### src/rtl/core/stq_pkg.sv
`default_nettype none

package stq_pkg;

    // Default number of timer slots
    localparam int CAPACITY_DEFAULT = 16;

    // Most expired entries popped by one tick
    localparam int MAX_RESULTS = 16;

    // Reset value of the tick interval register
    localparam logic [15:0] INTERVAL_RESET = 16'd5;

    // Request kinds on the input stream
    typedef enum logic [1:0] {
        REQ_ADD    = 2'd0,
        REQ_EXTEND = 2'd1,
        REQ_REMOVE = 2'd2,
        REQ_TICK   = 2'd3
    } req_t;

    // Result status codes
    typedef enum logic [2:0] {
        ST_OK        = 3'd0,
        ST_EXPIRED   = 3'd1,
        ST_NONE      = 3'd2,
        ST_FULL      = 3'd3,
        ST_NOT_FOUND = 3'd4
    } status_t;

    // One stored timer
    typedef struct packed {
        logic [31:0] expiry;
        logic [15:0] conn;
    } entry_t;

endpackage

`default_nettype wire

### src/rtl/core/sorted_timer_expiry_queue_core.sv
// Sorted timer queue: holds up to CAPACITY (conn_id, expiry) timers in ascending
// expiry order inside one single-port-write, registered-read memory used as a ring.
// Input stream: s_tuser = request kind, s_tdata = conn_id and time_value. Add inserts
// after equal expiries (status full when no slot is free), extend adds three times
// tick_interval (saturating) and re-sorts, remove deletes the first matching id,
// tick pops up to MAX_RESULTS expired entries from the front.
// Output stream: one transfer per result, m_tlast on the final one of a request.
// Each request is handled to completion before the next is taken. Every memory
// step is a read, then a compare, a write back or both: add moves the entries
// after the insertion point up, remove and extend search from the front and close
// the gap (extend then re-inserts), and tick pops from the front until an
// unexpired entry or the end of the queue stops the walk. Results leave through a
// registered output. A stalled receiver holds the output register
// and the sequencer waits at its next result. The APB port sets tick_interval and
// must be written only while the queue is idle.
// Reset empties the queue at once (count and ring head cleared, no memory sweep)
// and sets tick_interval to 5.
`default_nettype none

module sorted_timer_expiry_queue_core #(
    parameter int CAPACITY = stq_pkg::CAPACITY_DEFAULT
) (
    input  wire logic        aclk,
    input  wire logic        aresetn,
    // Input stream
    input  wire logic        s_tvalid,
    output logic             s_tready,
    input  wire logic [47:0] s_tdata,  // [15:0] conn_id, [47:16] time_value
    input  wire logic [1:0]  s_tuser,  // [1:0] req_type
    // Result stream
    output logic             m_tvalid,
    input  wire logic        m_tready,
    output logic [15:0]      m_tdata,  // [15:0] expired_id
    output logic [2:0]       m_tuser,  // [2:0] status
    output logic             m_tlast,
    // Configuration
    input  wire logic        psel,
    input  wire logic        penable,
    input  wire logic        pwrite,
    input  wire logic [2:0]  paddr,
    input  wire logic [31:0] pwdata,
    output logic [31:0]      prdata,
    output logic             pready
);

    localparam int AW = $clog2(CAPACITY);
    localparam int CW = $clog2(CAPACITY + 1);
    localparam int NW = $clog2(stq_pkg::MAX_RESULTS + 1);

    typedef enum logic [3:0] {
        IDLE,
        INS_RD,
        INS_CHK,
        FIND_RD,
        FIND_CHK,
        DEL_RD,
        DEL_WR,
        TICK_RD,
        TICK_CHK,
        RESP
    } state_t;

    // Ring position of a logical offset from the head
    function automatic logic [AW-1:0] phys(input logic [AW-1:0] base,
                                           input logic [AW-1:0] off);
        logic [AW:0] s;
        s = {1'b0, base} + {1'b0, off};
        if (s >= (AW + 1)'(CAPACITY)) begin
            s = s - (AW + 1)'(CAPACITY);
        end
        return s[AW-1:0];
    endfunction

    state_t                state_reg, state_next;
    logic [CW-1:0]         count_reg, count_next;
    logic [AW-1:0]         head_reg, head_next;
    logic [CW-1:0]         idx_reg, idx_next;
    logic [NW-1:0]         n_reg, n_next;
    stq_pkg::req_t         req_reg, req_next;
    logic [15:0]           id_reg, id_next;
    logic [31:0]           tv_reg, tv_next;
    stq_pkg::status_t      resp_status_reg, resp_status_next;
    logic [15:0]           resp_id_reg, resp_id_next;
    logic                  out_valid_reg, out_valid_next;
    stq_pkg::status_t      out_status_reg, out_status_next;
    logic [15:0]           out_id_reg, out_id_next;
    logic                  out_last_reg, out_last_next;

    logic                  mem_we;
    logic [AW-1:0]         mem_waddr;
    stq_pkg::entry_t       mem_wdata;
    logic                  mem_re;
    logic [AW-1:0]         mem_raddr;
    stq_pkg::entry_t       mem_rdata;

    logic [15:0]           tick_interval;
    logic [17:0]           ext_amount;
    logic [32:0]           ext_sum;
    logic [31:0]           ext_expiry;
    logic [CW-1:0]         idx_dec;
    logic [CW-1:0]         idx_inc;
    logic                  out_free;
    logic                  in_xfer;
    stq_pkg::entry_t       new_entry;

    stq_cfg u_cfg (
        .aclk          (aclk),
        .aresetn       (aresetn),
        .psel          (psel),
        .penable       (penable),
        .pwrite        (pwrite),
        .paddr         (paddr),
        .pwdata        (pwdata),
        .prdata        (prdata),
        .pready        (pready),
        .tick_interval (tick_interval)
    );

    stq_mem #(
        .DEPTH (CAPACITY)
    ) u_mem (
        .aclk  (aclk),
        .we    (mem_we),
        .waddr (mem_waddr),
        .wdata (mem_wdata),
        .re    (mem_re),
        .raddr (mem_raddr),
        .rdata (mem_rdata)
    );

    assign s_tready  = (state_reg == IDLE);
    assign in_xfer   = s_tvalid && s_tready;
    assign out_free  = !out_valid_reg || m_tready;
    assign idx_dec   = idx_reg - 1'b1;
    assign idx_inc   = idx_reg + 1'b1;
    assign new_entry = '{expiry: tv_reg, conn: id_reg};

    // Extended expiry: add three intervals, saturate at all ones
    assign ext_amount = {1'b0, tick_interval, 1'b0} + {2'b00, tick_interval};
    assign ext_sum    = {1'b0, mem_rdata.expiry} + {15'd0, ext_amount};
    assign ext_expiry = ext_sum[32] ? 32'hFFFF_FFFF : ext_sum[31:0];

    // Sequencer: next values and memory accesses
    always_comb begin
        state_next       = state_reg;
        count_next       = count_reg;
        head_next        = head_reg;
        idx_next         = idx_reg;
        n_next           = n_reg;
        req_next         = req_reg;
        id_next          = id_reg;
        tv_next          = tv_reg;
        resp_status_next = resp_status_reg;
        resp_id_next     = resp_id_reg;
        out_valid_next   = out_valid_reg && !m_tready;
        out_status_next  = out_status_reg;
        out_id_next      = out_id_reg;
        out_last_next    = out_last_reg;
        mem_we           = 1'b0;
        mem_waddr        = '0;
        mem_wdata        = new_entry;
        mem_re           = 1'b0;
        mem_raddr        = '0;

        unique case (state_reg)
            IDLE: begin
                if (in_xfer) begin
                    req_next     = stq_pkg::req_t'(s_tuser);
                    id_next      = s_tdata[15:0];
                    tv_next      = s_tdata[47:16];
                    resp_id_next = 16'd0;
                    n_next       = '0;
                    unique case (stq_pkg::req_t'(s_tuser))
                        stq_pkg::REQ_ADD: begin
                            if (count_reg == CW'(CAPACITY)) begin
                                resp_status_next = stq_pkg::ST_FULL;
                                state_next       = RESP;
                            end else begin
                                idx_next   = count_reg;
                                state_next = INS_RD;
                            end
                        end
                        stq_pkg::REQ_EXTEND, stq_pkg::REQ_REMOVE: begin
                            if (count_reg == '0) begin
                                resp_status_next = stq_pkg::ST_NOT_FOUND;
                                state_next       = RESP;
                            end else begin
                                idx_next   = '0;
                                state_next = FIND_RD;
                            end
                        end
                        stq_pkg::REQ_TICK: begin
                            if (count_reg == '0) begin
                                resp_status_next = stq_pkg::ST_NONE;
                                state_next       = RESP;
                            end else begin
                                state_next = TICK_RD;
                            end
                        end
                        default: begin
                            state_next = IDLE;
                        end
                    endcase
                end
            end

            // Walk back from the hole, moving later entries up by one
            INS_RD: begin
                if (idx_reg == '0) begin
                    mem_we           = 1'b1;
                    mem_waddr        = head_reg;
                    mem_wdata        = new_entry;
                    count_next       = count_reg + 1'b1;
                    resp_status_next = stq_pkg::ST_OK;
                    state_next       = RESP;
                end else begin
                    mem_re     = 1'b1;
                    mem_raddr  = phys(head_reg, idx_dec[AW-1:0]);
                    state_next = INS_CHK;
                end
            end

            INS_CHK: begin
                mem_we    = 1'b1;
                mem_waddr = phys(head_reg, idx_reg[AW-1:0]);
                if (mem_rdata.expiry <= tv_reg) begin
                    mem_wdata        = new_entry;
                    count_next       = count_reg + 1'b1;
                    resp_status_next = stq_pkg::ST_OK;
                    state_next       = RESP;
                end else begin
                    mem_wdata  = mem_rdata;
                    idx_next   = idx_dec;
                    state_next = INS_RD;
                end
            end

            // Search the first entry with a matching id
            FIND_RD: begin
                mem_re     = 1'b1;
                mem_raddr  = phys(head_reg, idx_reg[AW-1:0]);
                state_next = FIND_CHK;
            end

            FIND_CHK: begin
                if (mem_rdata.conn == id_reg) begin
                    if (req_reg == stq_pkg::REQ_EXTEND) begin
                        tv_next = ext_expiry;
                    end
                    state_next = DEL_RD;
                end else if (idx_inc == count_reg) begin
                    resp_status_next = stq_pkg::ST_NOT_FOUND;
                    state_next       = RESP;
                end else begin
                    idx_next   = idx_inc;
                    state_next = FIND_RD;
                end
            end

            // Close the gap by moving later entries down by one
            DEL_RD: begin
                if (idx_inc == count_reg) begin
                    count_next = count_reg - 1'b1;
                    if (req_reg == stq_pkg::REQ_REMOVE) begin
                        resp_status_next = stq_pkg::ST_OK;
                        state_next       = RESP;
                    end else begin
                        idx_next   = count_reg - 1'b1;
                        state_next = INS_RD;
                    end
                end else begin
                    mem_re     = 1'b1;
                    mem_raddr  = phys(head_reg, idx_inc[AW-1:0]);
                    state_next = DEL_WR;
                end
            end

            DEL_WR: begin
                mem_we     = 1'b1;
                mem_waddr  = phys(head_reg, idx_reg[AW-1:0]);
                mem_wdata  = mem_rdata;
                idx_next   = idx_inc;
                state_next = DEL_RD;
            end

            // Pop expired entries from the head
            TICK_RD: begin
                mem_re     = 1'b1;
                mem_raddr  = head_reg;
                state_next = TICK_CHK;
            end

            TICK_CHK: begin
                if (out_free) begin
                    if (mem_rdata.expiry <= tv_reg) begin
                        head_next        = phys(head_reg, AW'(1));
                        count_next       = count_reg - 1'b1;
                        n_next           = n_reg + 1'b1;
                        // Release the previous pop, now known not to be the last
                        if (n_reg != '0) begin
                            out_valid_next  = 1'b1;
                            out_status_next = stq_pkg::ST_EXPIRED;
                            out_id_next     = resp_id_reg;
                            out_last_next   = 1'b0;
                        end
                        resp_id_next     = mem_rdata.conn;
                        resp_status_next = stq_pkg::ST_EXPIRED;
                        if ((n_reg + 1'b1 == NW'(stq_pkg::MAX_RESULTS))
                                || (count_reg == CW'(1))) begin
                            state_next = RESP;
                        end else begin
                            state_next = TICK_RD;
                        end
                    end else begin
                        if (n_reg == '0) begin
                            resp_status_next = stq_pkg::ST_NONE;
                            resp_id_next     = 16'd0;
                        end
                        state_next = RESP;
                    end
                end
            end

            // Final result of the request
            RESP: begin
                if (out_free) begin
                    out_valid_next  = 1'b1;
                    out_status_next = resp_status_reg;
                    out_id_next     = resp_id_reg;
                    out_last_next   = 1'b1;
                    state_next      = IDLE;
                end
            end

            default: begin
                state_next = IDLE;
            end
        endcase
    end

    // State and registered outputs
    always_ff @(posedge aclk) begin
        if (!aresetn) begin
            state_reg     <= IDLE;
            count_reg     <= '0;
            head_reg      <= '0;
            n_reg         <= '0;
            out_valid_reg <= 1'b0;
        end else begin
            state_reg     <= state_next;
            count_reg     <= count_next;
            head_reg      <= head_next;
            n_reg         <= n_next;
            out_valid_reg <= out_valid_next;
        end
        idx_reg         <= idx_next;
        req_reg         <= req_next;
        id_reg          <= id_next;
        tv_reg          <= tv_next;
        resp_status_reg <= resp_status_next;
        resp_id_reg     <= resp_id_next;
        out_status_reg  <= out_status_next;
        out_id_reg      <= out_id_next;
        out_last_reg    <= out_last_next;
    end

    assign m_tvalid = out_valid_reg;
    assign m_tdata  = out_id_reg;
    assign m_tuser  = out_status_reg;
    assign m_tlast  = out_last_reg;

endmodule

`default_nettype wire

### src/rtl/core/stq_mem.sv
`default_nettype none

module stq_mem #(
    parameter int DEPTH = stq_pkg::CAPACITY_DEFAULT,
    localparam int AW = $clog2(DEPTH)
) (
    input  wire logic            aclk,
    input  wire logic            we,
    input  wire logic [AW-1:0]   waddr,
    input  wire stq_pkg::entry_t wdata,
    input  wire logic            re,
    input  wire logic [AW-1:0]   raddr,
    output stq_pkg::entry_t      rdata
);

    stq_pkg::entry_t mem [DEPTH];
    stq_pkg::entry_t rdata_reg;

    // Write port
    always_ff @(posedge aclk) begin
        if (we) begin
            mem[waddr] <= wdata;
        end
    end

    // Registered read port; data holds until the next read
    always_ff @(posedge aclk) begin
        if (re) begin
            rdata_reg <= mem[raddr];
        end
    end

    assign rdata = rdata_reg;

endmodule

`default_nettype wire

### src/rtl/core/stq_cfg.sv
`default_nettype none

module stq_cfg (
    input  wire logic        aclk,
    input  wire logic        aresetn,
    input  wire logic        psel,
    input  wire logic        penable,
    input  wire logic        pwrite,
    input  wire logic [2:0]  paddr,
    input  wire logic [31:0] pwdata,
    output logic [31:0]      prdata,
    output logic             pready,
    output logic [15:0]      tick_interval
);

    // Word index of the tick interval register
    localparam logic REG_TICK_INTERVAL = 1'b0;

    logic [15:0] interval_reg;
    logic        wr_en;

    assign pready = 1'b1;
    assign wr_en  = psel && penable && pwrite && pready;

    // Update the interval on a write transfer to its address
    always_ff @(posedge aclk) begin
        if (!aresetn) begin
            interval_reg <= stq_pkg::INTERVAL_RESET;
        end else if (wr_en && (paddr[2] == REG_TICK_INTERVAL)) begin
            interval_reg <= pwdata[15:0];
        end
    end

    // Read back
    always_comb begin
        if (paddr[2] == REG_TICK_INTERVAL) begin
            prdata = {16'd0, interval_reg};
        end else begin
            prdata = 32'd0;
        end
    end

    assign tick_interval = interval_reg;

endmodule

`default_nettype wire
### config.mk
export PLATFORM = sky130hd
export DESIGN_NAME = sorted_timer_expiry_queue_core
export DESIGN_NICKNAME = d
export VERILOG_FILES = /design/src/rtl/core/stq_pkg.sv /design/src/rtl/core/sorted_timer_expiry_queue_core.sv /design/src/rtl/core/stq_mem.sv /design/src/rtl/core/stq_cfg.sv
export SDC_FILE = /design/constraint.sdc
export NUM_CORES = 1
export LEC_CHECK = 0
export BUFFER_PORTS_ARGS = -buffer_cell sky130_fd_sc_hd__buf_2
export CORE_ASPECT_RATIO = 0.8
export CORE_UTILIZATION = 57
export CTS_CLUSTER_DIAMETER = 120
export DETAILED_ROUTE_END_ITERATION = 10
export MAX_ROUTING_LAYER = met4
export PLACE_DENSITY_LB_ADDON = 0.25
export SETUP_SLACK_MARGIN = 0.2
export SYNTH_ARGS = -nofsm -noshare
export SYNTH_HDL_FRONTEND = slang
export SYNTH_SLANG_ARGS = --single-unit
### constraint.sdc
create_clock -name aclk -period 14.8 [get_ports aclk]
set_input_delay 2.22 -clock aclk [delete_from_list [all_inputs] [get_ports aclk]]
set_output_delay 2.22 -clock aclk [all_outputs]
set_load 0.01 [all_outputs]
# [Word level (Yosys, flattened, before mapping)]
# Memory sizes are Yosys's and may differ from the RTL's. A register that Yosys moved wholly into a read port is not among the register bits.
# Index checks and enable logic that the tools add are counted.
[op_classes] addsub=15 n_lt_le_gt_ge=5 eq_ne=42 mux=100 bitwise_logic=1 reduce_logical=34
[op_table] op="$mux W16" count=9
[op_table] op="$mux W32" count=4
[op_table] op="$pmux W48 S2" count=1
[op_table] op="$mux W4" count=21
[op_table] op="$mux W5" count=16
[op_table] op="$pmux W16 S2" count=2
[op_table] op="$pmux W32 S2" count=1
[op_table] op="$mux W3" count=17
[op_table] op="$mux W48" count=1
[op_table] op="$pmux W4 S10" count=1
[op_table] op="$add A32 B18 Y33" count=1
[op_table] op="$le A32 B32 Y1" count=1
[op_table] op="$ne A2 B2 Y1 const B" count=15
[op_table] op="$pmux W5 S5" count=1
[op_table] op="$ge A5 B5 Y1 const B" count=4
[op_table] op="$pmux W5 S2" count=2
[op_table] op="$pmux W5 S4" count=1
[op_table] op="$add A17 B16 Y18" count=1
[op_table] op="$ne A3 B3 Y1 const B" count=6
[op_table] op="$pmux W3 S6" count=1
[op_table] op="$eq A16 B16 Y1" count=1
[op_table] op="$eq A4 B3 Y1 const B" count=4
[op_table] op="$pmux W4 S4" count=1
[op_table] op="$sub A4 B1 Y4 const B" count=4
[op_table] op="40 further kinds" count=81
[word_totals] regBits=129 ram_bits=768 word_cells=213 memories=1
[memory_table] memory="u_mem.mem" depth=16 word_bits=48 read_ports=1 rd_ports_with_merged_regs=1 write_ports=1 line="stq_mem.sv:16" source="stq_pkg::entry_t mem [DEPTH];"

# [Longest topological paths before layout]
# Gate-level depths: netlist of the first run.
[depth] word_depth=7 mapped_depth=14 mapped_depth_nobuf=11

# [Hierarchy]
# Synthesis of the first run repeated with hierarchy kept, for this count alone.
[hier_totals] cells_unflattened=2241 area_unflattened_um2=39928.3
[by_module_without_submodules] mod="stq_mem" n_inst=1 cells_per_inst=1242 area_per_inst_um2=30171.4 seq_area_each_um2=24503.5
[by_module_without_submodules] mod="sorted_timer_expiry_queue_core" n_inst=1 cells_per_inst=893 area_per_inst_um2=8839.7 seq_area_each_um2=3203.1
[by_module_without_submodules] mod="stq_cfg" n_inst=1 cells_per_inst=106 area_per_inst_um2=917.1 seq_area_each_um2=320.3

# [Worst setup path after synthesis of the first run]
# Ideal clock, no wire load.
[synth_timing] path_kind="input -> output" startpoint="in paddr[2]" endpoint="out prdata[10]" t_arrival_ps=2604 t_required_ps=12580 path_slack_ps=9976 cell_stages=2 path_cell_list="clkbuf_1 -> nor2b_1"
[synth_between] elab_chain_cells=1
[synth_lines] element="start, declared" line="sorted_timer_expiry_queue_core.sv:40" source="input wire logic [2:0] paddr,"
[synth_lines] element="$mux W16" line="stq_cfg.sv:36" source="if (paddr[2] == REG_TICK_INTERVAL) begin"
[synth_lines] element="end, declared" line="sorted_timer_expiry_queue_core.sv:42" source="output logic [31:0] prdata,"
# No other way between the ends.

# [Worst setup path in the final report of the first run]
[layout_timing] startpoint="reg idx_reg[0]" endpoint="reg u_mem.rdata[3] (netlist name)"
[layout_between] elab_chain_cells=6 word_cells_on_any_way=22 classes_between="add/sub: 8; order compare: 3; eq/ne: 1; mux: 9; reduce/logical: 1"
[layout_lines] element="start, declared" line="sorted_timer_expiry_queue_core.sv:77" source="logic [CW-1:0] idx_reg, idx_next;"
[layout_lines] element="start signal, assigned" line="sorted_timer_expiry_queue_core.sv:356" source="idx_reg <= idx_next;"
[layout_lines] element="$add A5 B1 Y5 or $sub A5 B1 Y5 (tied branches)" line="sorted_timer_expiry_queue_core.sv:135, sorted_timer_expiry_queue_core.sv:134"
[layout_lines] element="$add A4 B4 Y5" line="sorted_timer_expiry_queue_core.sv:67" source="s = {1'b0, base} + {1'b0, off};"
[layout_lines] element="$sub A4 B1 Y4 or $ge A5 B5 Y1 (tied branches)" line="sorted_timer_expiry_queue_core.sv:69, sorted_timer_expiry_queue_core.sv:68"
[layout_lines] element="$mux W4" line="sorted_timer_expiry_queue_core.sv:68" source="if (s >= (AW + 1)'(CAPACITY)) begin"
[layout_lines] element="$mux W4 (on tied branches)" line="sorted_timer_expiry_queue_core.sv:262, sorted_timer_expiry_queue_core.sv:209"
[layout_lines] element="$pmux W4 S4" line="sorted_timer_expiry_queue_core.sv:165" source="unique case (state_reg)"
# Several ways; a longest one is shown, not always the timed one.
# A chain may end at the register's enable or synchronous reset.

==> flow_metrics.env, run 1 <==
export IMPL_cts_num_sinks=945
export IMPL_avgViaCountPerCell=6.24
export IMPL_drt_first_iter_violations=3570
export IMPL_timing_critical_path_from_type="flop"
export IMPL_post_syn_instances=3417
export IMPL_postSynthRegisterBits=945
export IMPL_worst_hold_path_num_cells=0
export IMPL_remaining_drc_errors=0
export IMPL_cts_htree_levels=3
export IMPL_die_area_um2=73400
export IMPL_max_slew_margin_rel_pct=21.0
export IMPL_worstPathMaxFanout=96
export IMPL_layout_drive_gt1_share_pct=10.7
export IMPL_critical_path_top_delay_family="buffers and inverters"
export IMPL_crit_path_max_incr_delay_ns=0.95
export IMPL_num_nets_final=3655
export IMPL_timing_reg2reg_worst_path_depth=13
export IMPL_period_minus_slack_ns=5.85
export IMPL_cp_cell_sequence="inv_1 > ha_1 > xor2_1 > nor2_1 > nand4_1 > a31oi_4 > buf_4 > buf_4 > buf_4 > nand2_1 > nand3_1 > a21oi_1 > o211ai_1"
export IMPL_worstSetupPathType="reg -> reg"
export IMPL_routedWlPerCell_um=23.9
export IMPL_finish_cell_count_without_fillers=4483
export IMPL_timing_max_cap_violations=0
export IMPL_total_power_mw=9.62
export IMPL_number_of_synthesized_flops_with_an_enable_pin=910
export IMPL_dp_hpwl_um=57700
export IMPL_dominantRegCellSynth="sky130_fd_sc_hd__edfxtp_1"
export IMPL_critPathBufInv=4
export IMPL_clock_tree_from_tritoncts="yes"
export IMPL_final_max_slew_violation_count=0
export IMPL_report_final_hold_viol_count=0
export IMPL_worst_slew_pin_slew_ns=1.17
export IMPL_global_route_overflow_total=0
export IMPL_final_setup_skew_ns=0.0253
export IMPL_r2r_end="u_mem.rdata[3]"
export IMPL_die_h_um=242
export IMPL_synth_async_sr_flop_share_pct=0
export IMPL_post_cts_repair_setup_buffers=0
export IMPL_grt_pass1_vias=26600
export IMPL_setup_viol=0
export IMPL_stdcell_area_um2=45700
export IMPL_worst_r2r_startpoint="idx_reg[0]"
export IMPL_required_ns=15.24
export IMPL_worst_ep_arrival_time_ns=6.29
export IMPL_worst_hold_path_type="reg -> reg"
export IMPL_ctsResizeCount=0
export IMPL_flip_flop_count_of_the_largest_register_all_copies_and_words_added=768
export IMPL_port_buffers=111
export IMPL_fmax_mhz=171
export IMPL_dpl_instance_area_um2=42700
export IMPL_worst_path_most_repeated_cell="sky130_fd_sc_hd__buf_4"
export IMPL_vdd_ir_drop_worst_mv=0.162
export IMPL_grt_max_degree=97
export IMPL_synth_yosys_seq_area_share_pct=68.0
export IMPL_ys_warn_count=0
export IMPL_fin_setup_tns_ns=0
export IMPL_worstSetupEndpointType="flop"
export IMPL_area_growth_pct=11.0
export IMPL_worst_hold_startpoint="resp_id_reg[2]"
export IMPL_synth_area_per_cell_um2=12.1
export IMPL_die_width_um=303
export IMPL_rsz0062_at_grt="no"
export IMPL_design_portCount=147
export IMPL_critical_path_slowest_cell="sky130_fd_sc_hd__buf_4"
export IMPL_grt_first_pass_wirelength_um=160000
export IMPL_final_cell_mix="sky130_fd_sc_hd__edfxtp_1, sky130_fd_sc_hd__nand2_1, sky130_fd_sc_hd__nand3_1"
export IMPL_clock_tree_root_cell="sky130_fd_sc_hd__clkbuf_16"
export IMPL_dr_total_vias=28000
export IMPL_grt_antenna_before_repair=2
export IMPL_detail_route_first_pass_iterations=7
export IMPL_hold_end="m_tdata[2]"
export IMPL_worst_r2r_setup_slack_ns=8.95
export IMPL_hold_ws_ns=0.422
export IMPL_cts_hold_fix_buffers=0
export IMPL_core_region_area_um2=71000
export IMPL_layout_cells_most_common="sky130_fd_sc_hd__edfxtp_1"
export IMPL_grtUsageTotal_pct=30.0
export IMPL_fp_row_count=87
export IMPL_yosys_cell_types_count=76
export IMPL_netlist_area_um2=41200
export IMPL_cts_buffers_inserted=90
export IMPL_static_leak_nw=16.2
export IMPL_clock_insertion_delay_worst_skew_ns=0.66
export IMPL_final_period_utilization_pct=39.5
export IMPL_clkTransAtPathRegs_ns=0.06
export IMPL_detail_route_wirelength_um=107000
export IMPL_cell_area_power_density_nw_per_um2=210
export IMPL_initial_utilization_pct=58.0
export IMPL_clk_path_buf_depth=3
export IMPL_filler_cell_count=5119
export IMPL_drtAntennaViolNets=0
export IMPL_gpl_final_weighted_congestion=0.895
export IMPL_outcome="finished clean"
export IMPL_place_detailed_instances=4315
worst max path at each step:
stage	start	endpoint	slack [ns]	cells past startpoint
global route	idx_reg[0]	u_mem.rdata[3]	8.68	13
detailed placement	idx_reg[0]	u_mem.rdata[3]	9.15	13
floorplan	paddr[2]	prdata[10]	9.98	2
global placement	idx_reg[0]	u_mem.rdata[3]	9.27	13
finish	idx_reg[0]	u_mem.rdata[3]	8.95	13
CTS	idx_reg[0]	u_mem.rdata[3]	9.11	13
metal layers:
layer	vias to the layer above	track usage, %	share of wire [%]
li1	12500	-	-
met1	13600	42.1	40
met2	1635	44.5	46
met3	243	5.92	11
met4	0	8.97	2.9
met5	-	-	0
worst reg2reg max path: stages (launching register included):
cell and delay [ns]:
sky130_fd_sc_hd__edfxtp_1 0.52, sky130_fd_sc_hd__inv_1 0.14, sky130_fd_sc_hd__ha_1 0.46, sky130_fd_sc_hd__xor2_1 0.19, sky130_fd_sc_hd__nor2_1 0.18, sky130_fd_sc_hd__nand4_1 0.58
sky130_fd_sc_hd__a31oi_4 0.45, sky130_fd_sc_hd__buf_4 0.61, sky130_fd_sc_hd__buf_4 0.98, sky130_fd_sc_hd__buf_4 0.84, sky130_fd_sc_hd__nand2_1 0.17, sky130_fd_sc_hd__nand3_1 0.11
sky130_fd_sc_hd__a21oi_1 0.09, sky130_fd_sc_hd__o211ai_1 0.33
final cells by class:
cell class                      count  area (µm²)  area share (%)
Multi-Input combinational cell   2222       12300            27.0
Antenna cell                        1        2.50         0.00547
Tap cell                          934        1170            2.56
Inverter                           54         203           0.443
Clock inverter                     58         681            1.49
Sequential cell                   945       28000            61.3
Clock buffer                      109        2370            5.19
Timing Repair Buffer              160         923            2.02
where the power goes:
group | internal, mW | switching [mW]
sequential | 3.59 | 0.229
clock | 1.39 | 0.990
combinational | 1.00 | 2.42
Yosys cell counts, types with 5 or more instances:
| master | n | area share, % |
|---|---|---|
| sky130_fd_sc_hd__dfxtp_1 | 35 | 1.7 |
| sky130_fd_sc_hd__nand2_1 | 776 | 7.1 |
| sky130_fd_sc_hd__ha_1 | 71 | 2.2 |
| sky130_fd_sc_hd__mux2i_1 | 9 | 0.22 |
| sky130_fd_sc_hd__and2_1 | 11 | 0.17 |
| sky130_fd_sc_hd__a21o_1 | 24 | 0.44 |
| sky130_fd_sc_hd__a211oi_1 | 7 | 0.13 |
| sky130_fd_sc_hd__and3_1 | 27 | 0.41 |
| sky130_fd_sc_hd__and4_1 | 5 | 0.11 |
| sky130_fd_sc_hd__o21a_1 | 8 | 0.15 |
| sky130_fd_sc_hd__or3_1 | 7 | 0.11 |
| sky130_fd_sc_hd__a21oi_1 | 132 | 1.6 |
| sky130_fd_sc_hd__clkbuf_1 | 151 | 1.4 |
| sky130_fd_sc_hd__inv_1 | 53 | 0.48 |
| sky130_fd_sc_hd__xnor2_1 | 37 | 0.79 |
| sky130_fd_sc_hd__o211ai_1 | 56 | 1.0 |
| sky130_fd_sc_hd__mux2_4 | 20 | 0.73 |
| sky130_fd_sc_hd__nor2_1 | 178 | 1.6 |
| sky130_fd_sc_hd__o22ai_1 | 8 | 0.12 |
| sky130_fd_sc_hd__buf_2 | 20 | 0.24 |
| sky130_fd_sc_hd__nand2b_1 | 13 | 0.20 |
| sky130_fd_sc_hd__nor3_1 | 12 | 0.15 |
| sky130_fd_sc_hd__nor2b_1 | 22 | 0.33 |
| sky130_fd_sc_hd__fa_1 | 19 | 0.92 |
| sky130_fd_sc_hd__mux2_2 | 29 | 0.79 |
| sky130_fd_sc_hd__buf_4 | 19 | 0.35 |
| sky130_fd_sc_hd__nand4_1 | 19 | 0.29 |
| sky130_fd_sc_hd__or4_1 | 5 | 0.091 |
| sky130_fd_sc_hd__nand3_1 | 511 | 6.2 |
| sky130_fd_sc_hd__buf_1 | 18 | 0.16 |
| sky130_fd_sc_hd__o31ai_1 | 9 | 0.16 |
| sky130_fd_sc_hd__edfxtp_1 | 910 | 66 |
| sky130_fd_sc_hd__a31oi_1 | 12 | 0.18 |
| sky130_fd_sc_hd__o21ai_0 | 84 | 1.0 |
| sky130_fd_sc_hd__xor2_1 | 22 | 0.47 |
kinds of logic (layout without fill, tap and decap cells):
family | after synthesis | count (layout) | synth area share (%)
xor+xnor | 59 | 59 | 1.25
flops | 945 | 945 | 68.0
other cells | 2 | 18 | 0.0182
fa+ha+maj | 90 | 90 | 3.08
simple gates | 1610 | 1610 | 17.2
compound gates | 388 | 388 | 5.88
mux | 58 | 58 | 1.74
buf+inv | 265 | 381 | 2.75
metrics by stage:
| step | setup WS [ns] | utilization, % |
|---|---|---|
| floorplan | 9.98 | - |
| global placement | 9.27 | 60.1 |
| detailed placement | 9.15 | 60.1 |
| CTS | 9.11 | 64.4 |
| global route | 8.68 | 64.4 |
| finish | 8.95 | 64.4 |
Power figures use the tool's default switching activity.
==> run 2, diff against run 1 <==
--- a/config.mk
+++ b/config.mk
@@ -5,6 +5,7 @@
 export SDC_FILE = /design/constraint.sdc
 export NUM_CORES = 1
 export LEC_CHECK = 0
+export ABC_AREA = 1
 export BUFFER_PORTS_ARGS = -buffer_cell sky130_fd_sc_hd__buf_2
 export CORE_ASPECT_RATIO = 0.8
 export CORE_UTILIZATION = 57
==> constraint.sdc (replaced) <==
create_clock -name aclk -period 4.8 [get_ports aclk]
set_input_delay 0.72 -clock aclk [delete_from_list [all_inputs] [get_ports aclk]]
set_output_delay 0.72 -clock aclk [all_outputs]
set_load 0.01 [all_outputs]
==> flow_metrics.env, run 2 <==
export IMPL_die_h_um=255
export IMPL_critPathBufInv=1
export IMPL_cts_htree_levels=3
export IMPL_grtUsageTotal_pct=31.3
export IMPL_flip_flop_count_of_the_largest_register_all_copies_and_words_added=768
export IMPL_num_nets_final=4814
export IMPL_worst_ep_arrival_time_ns=4.46
export IMPL_fin_setup_tns_ns=0
export IMPL_yosys_cell_types_count=45
export IMPL_synth_compound_gate_area_share_pct=2.86
export IMPL_critical_path_top_delay_family="simple AND/OR/NAND/NOR gates"
export IMPL_worstSetupPathType="reg -> reg"
export IMPL_global_route_overflow_total=0
export IMPL_post_syn_instances=4589
export IMPL_die_area_um2=81300
export IMPL_cts_num_sinks=945
export IMPL_number_of_synthesized_flops_with_an_enable_pin=910
export IMPL_final_period_utilization_pct=85.1
export IMPL_clock_insertion_delay_worst_skew_ns=0.67
export IMPL_grt_pass1_vias=32300
export IMPL_filler_cell_count=6086
export IMPL_worst_hold_path_type="in -> reg"
export IMPL_outcome="finished clean"
export IMPL_clkTransAtPathRegs_ns=0.06
export IMPL_routedWlPerCell_um=21.5
export IMPL_timing_max_cap_violations=0
export IMPL_detail_route_wirelength_um=123000
export IMPL_ctsResizeCount=0
export IMPL_worst_r2r_setup_slack_ns=0.72
export IMPL_n_antenna_cell=0
export IMPL_synth_area_leaders="sky130_fd_sc_hd__edfxtp_1, sky130_fd_sc_hd__nand3_1, sky130_fd_sc_hd__inv_1, sky130_fd_sc_hd__nand4_1, sky130_fd_sc_hd__nand2_1"
export IMPL_clock_tree_root_cell="sky130_fd_sc_hd__clkbuf_16"
export IMPL_required_ns=5.17
export IMPL_synthXorXnorAreaFrac_pct=1.09
export IMPL_netlist_area_um2=45700
export IMPL_layout_drive_gt1_share_pct=8.64
export IMPL_post_synth_top_area_fraction_pct=59.8
export IMPL_die_width_um=318
export IMPL_finish_utilization_pct=64.1
export IMPL_gpl_final_weighted_congestion=0.927
export IMPL_synth_async_sr_flop_share_pct=0
export IMPL_pwr_share_clk_pct=21.2
export IMPL_initial_utilization_pct=57.7
export IMPL_avgViaCountPerCell=5.90
export IMPL_cts_hold_fix_buffers=0
export IMPL_final_setup_skew_ns=0.0221
export IMPL_crit_path_max_incr_delay_ns=0.52
export IMPL_final_cell_mix="sky130_fd_sc_hd__inv_1, sky130_fd_sc_hd__edfxtp_1, sky130_fd_sc_hd__nand3_1"
export IMPL_grt_antenna_before_repair=0
export IMPL_synth_yosys_seq_area_share_pct=61.4
export IMPL_register_area_um2=28000
export IMPL_fp_row_count=92
export IMPL_drt_first_iter_violations=4134
export IMPL_core_region_area_um2=79100
export IMPL_grt_max_degree=218
export IMPL_postSynthRegisterBits=945
export IMPL_vdd_ir_drop_worst_mv=0.528
export IMPL_synth_mux_area_share_pct=0
export IMPL_dr_total_vias=33900
export IMPL_multiInputGateArea_um2=12900
export IMPL_synth_simple_gate_area_share_pct=21.0
export IMPL_port_buffers=111
export IMPL_power_combinational_fraction_pct=40.9
export IMPL_worst_path_most_repeated_cell="sky130_fd_sc_hd__a21oi_1"
export IMPL_remaining_drc_errors=0
export IMPL_seq_power_share_pct=37.9
export IMPL_report_final_hold_viol_count=0
export IMPL_cp_cell_sequence="fa_1 > ha_1 > a21oi_1 > o21ai_0 > a21oi_1 > nand3_1 > and3_1 > nand3_1 > nand2_2 > inv_2 > a21oi_1"
export IMPL_max_slew_margin_rel_pct=18.6
export IMPL_switching_pwr_mw=13.5
export IMPL_static_leak_nw=21.4
export IMPL_ys_warn_count=0
export IMPL_clock_tree_from_tritoncts="yes"
export IMPL_top_post_synthesis_cells_by_count="sky130_fd_sc_hd__inv_1, sky130_fd_sc_hd__edfxtp_1, sky130_fd_sc_hd__nand3_1, sky130_fd_sc_hd__nand2_1, sky130_fd_sc_hd__nand4_1"
export IMPL_yosysMostFrequentCell="sky130_fd_sc_hd__inv_1"
export IMPL_rsz0062_at_grt="no"
export IMPL_critical_path_slowest_cell="sky130_fd_sc_hd__fa_1"
export IMPL_setup_viol=0
export IMPL_power_switching_fraction_pct=39.9
export IMPL_post_synth_top_area_cell="sky130_fd_sc_hd__edfxtp_1"
export IMPL_power_internal_mw=20.3
export IMPL_grt_first_pass_wirelength_um=187000
export IMPL_period_minus_slack_ns=4.08
export IMPL_clk_path_buf_depth=3
export IMPL_timing_critical_path_from_type="flop"
export IMPL_worstPathMaxFanout=24
export IMPL_worstSetupEndpointType="flop"
export IMPL_detail_route_first_pass_iterations=8
export IMPL_combinational_family_with_the_most_area_after_synthesis="simple AND/OR/NAND/NOR gates"
export IMPL_synth_area_per_cell_um2=9.95
export IMPL_drtAntennaViolNets=0
export IMPL_synth_fa_ha_area_share_pct=2.78
export IMPL_design_portCount=147
export IMPL_dominantRegCellSynth="sky130_fd_sc_hd__edfxtp_1"
export IMPL_worst_slew_pin_slew_ns=1.22
export IMPL_dp_hpwl_um=66800
export IMPL_area_growth_pct=11.0
export IMPL_fmax_mhz=245
export IMPL_layout_cells_most_common="sky130_fd_sc_hd__inv_1"
export IMPL_post_cts_repair_setup_buffers=0
export IMPL_cell_area_power_density_nw_per_um2=666
export IMPL_cts_buffers_inserted=92
export IMPL_final_max_slew_violation_count=0
run 2: changes by cell type in the layout (fill, tap and decap cells not counted), sizes merged, moves of 12 or more:
cell / change
a21o: -20
mux2: -49
o211ai: -49
and3: -25
nand2: -127
nor2b: -22
buf: +64
nand4: +388
xnor2: -12
nand2b: -13
nand3: +248
a21oi: -31
inv: +899
run 2: worst paths after layout:
check,start,end,cells after the start
max reg2reg,u_mem.rdata[29],tv_reg[17],11
min,s_tdata[6],id_reg[6],1
min reg2reg,resp_id_reg[6],m_tdata[6],0
max,u_mem.rdata[29],tv_reg[17],11
run 2: final cells by class:
cell class	count	area share (%)
inverters	954	7.10
repair buffers	224	3.71
multi-input cells	2415	25.5
clock buffers	114	4.87
well taps	1034	2.55
flip-flops and latches	945	55.3
clock inverters	56	0.943
run 2: layer usage:
layer	GRT usage, %	wire length [µm]	vias to the layer above
li1	-	-	15600
met1	41.8	49600	16100
met2	48.4	56300	1843
met3	5.33	12900	315
met4	12.0	4490	0
met5	-	0	-
run 2: power groups by stage:
stage / Sequential, mW / Clock (mW) / Combinational [mW]
detailed placement: 12.9 / 0 / 13.6
global route: 12.9 / 7.52 / 15.1
floorplan: 12.8 / 0 / 8.98
CTS: 12.8 / 7.21 / 13.7
finish: 12.8 / 7.16 / 13.8
global placement: 12.9 / 0 / 13.3
run 2: worst reg2reg max path, cell delays in order, from the launching register on:
cell                       delay (ns)
sky130_fd_sc_hd__edfxtp_1        0.49
sky130_fd_sc_hd__fa_1            0.52
sky130_fd_sc_hd__ha_1            0.38
sky130_fd_sc_hd__a21oi_1         0.23
sky130_fd_sc_hd__o21ai_0         0.15
sky130_fd_sc_hd__a21oi_1         0.37
sky130_fd_sc_hd__nand3_1         0.33
sky130_fd_sc_hd__and3_1          0.29
sky130_fd_sc_hd__nand3_1         0.11
sky130_fd_sc_hd__nand2_2         0.23
sky130_fd_sc_hd__inv_2           0.51
sky130_fd_sc_hd__a21oi_1         0.17
run 2: cell families after synthesis:
logic type / Yosys count
buffers and inverters: 1244
XOR/XNOR: 57
other: 2
flip-flops: 945
adder cells (fa/ha/maj): 90
AO/OA/AOI/OAI: 239
AND/OR/NAND/NOR: 2012
run 2: stage by stage:
step	power [mW]	cells	cell area (µm²)	setup slack (ns)	hold WS [ns]
floorplan	21.8	4604	45700	0.738	0.400
global placement	26.2	5572	47700	0.859	0.402
detailed placement	26.5	5572	47700	0.799	0.405
CTS	33.6	5742	50700	0.799	0.207
global route	35.5	5742	50700	0.596	0.215
finish	33.7	5742	50700	0.716	0.229
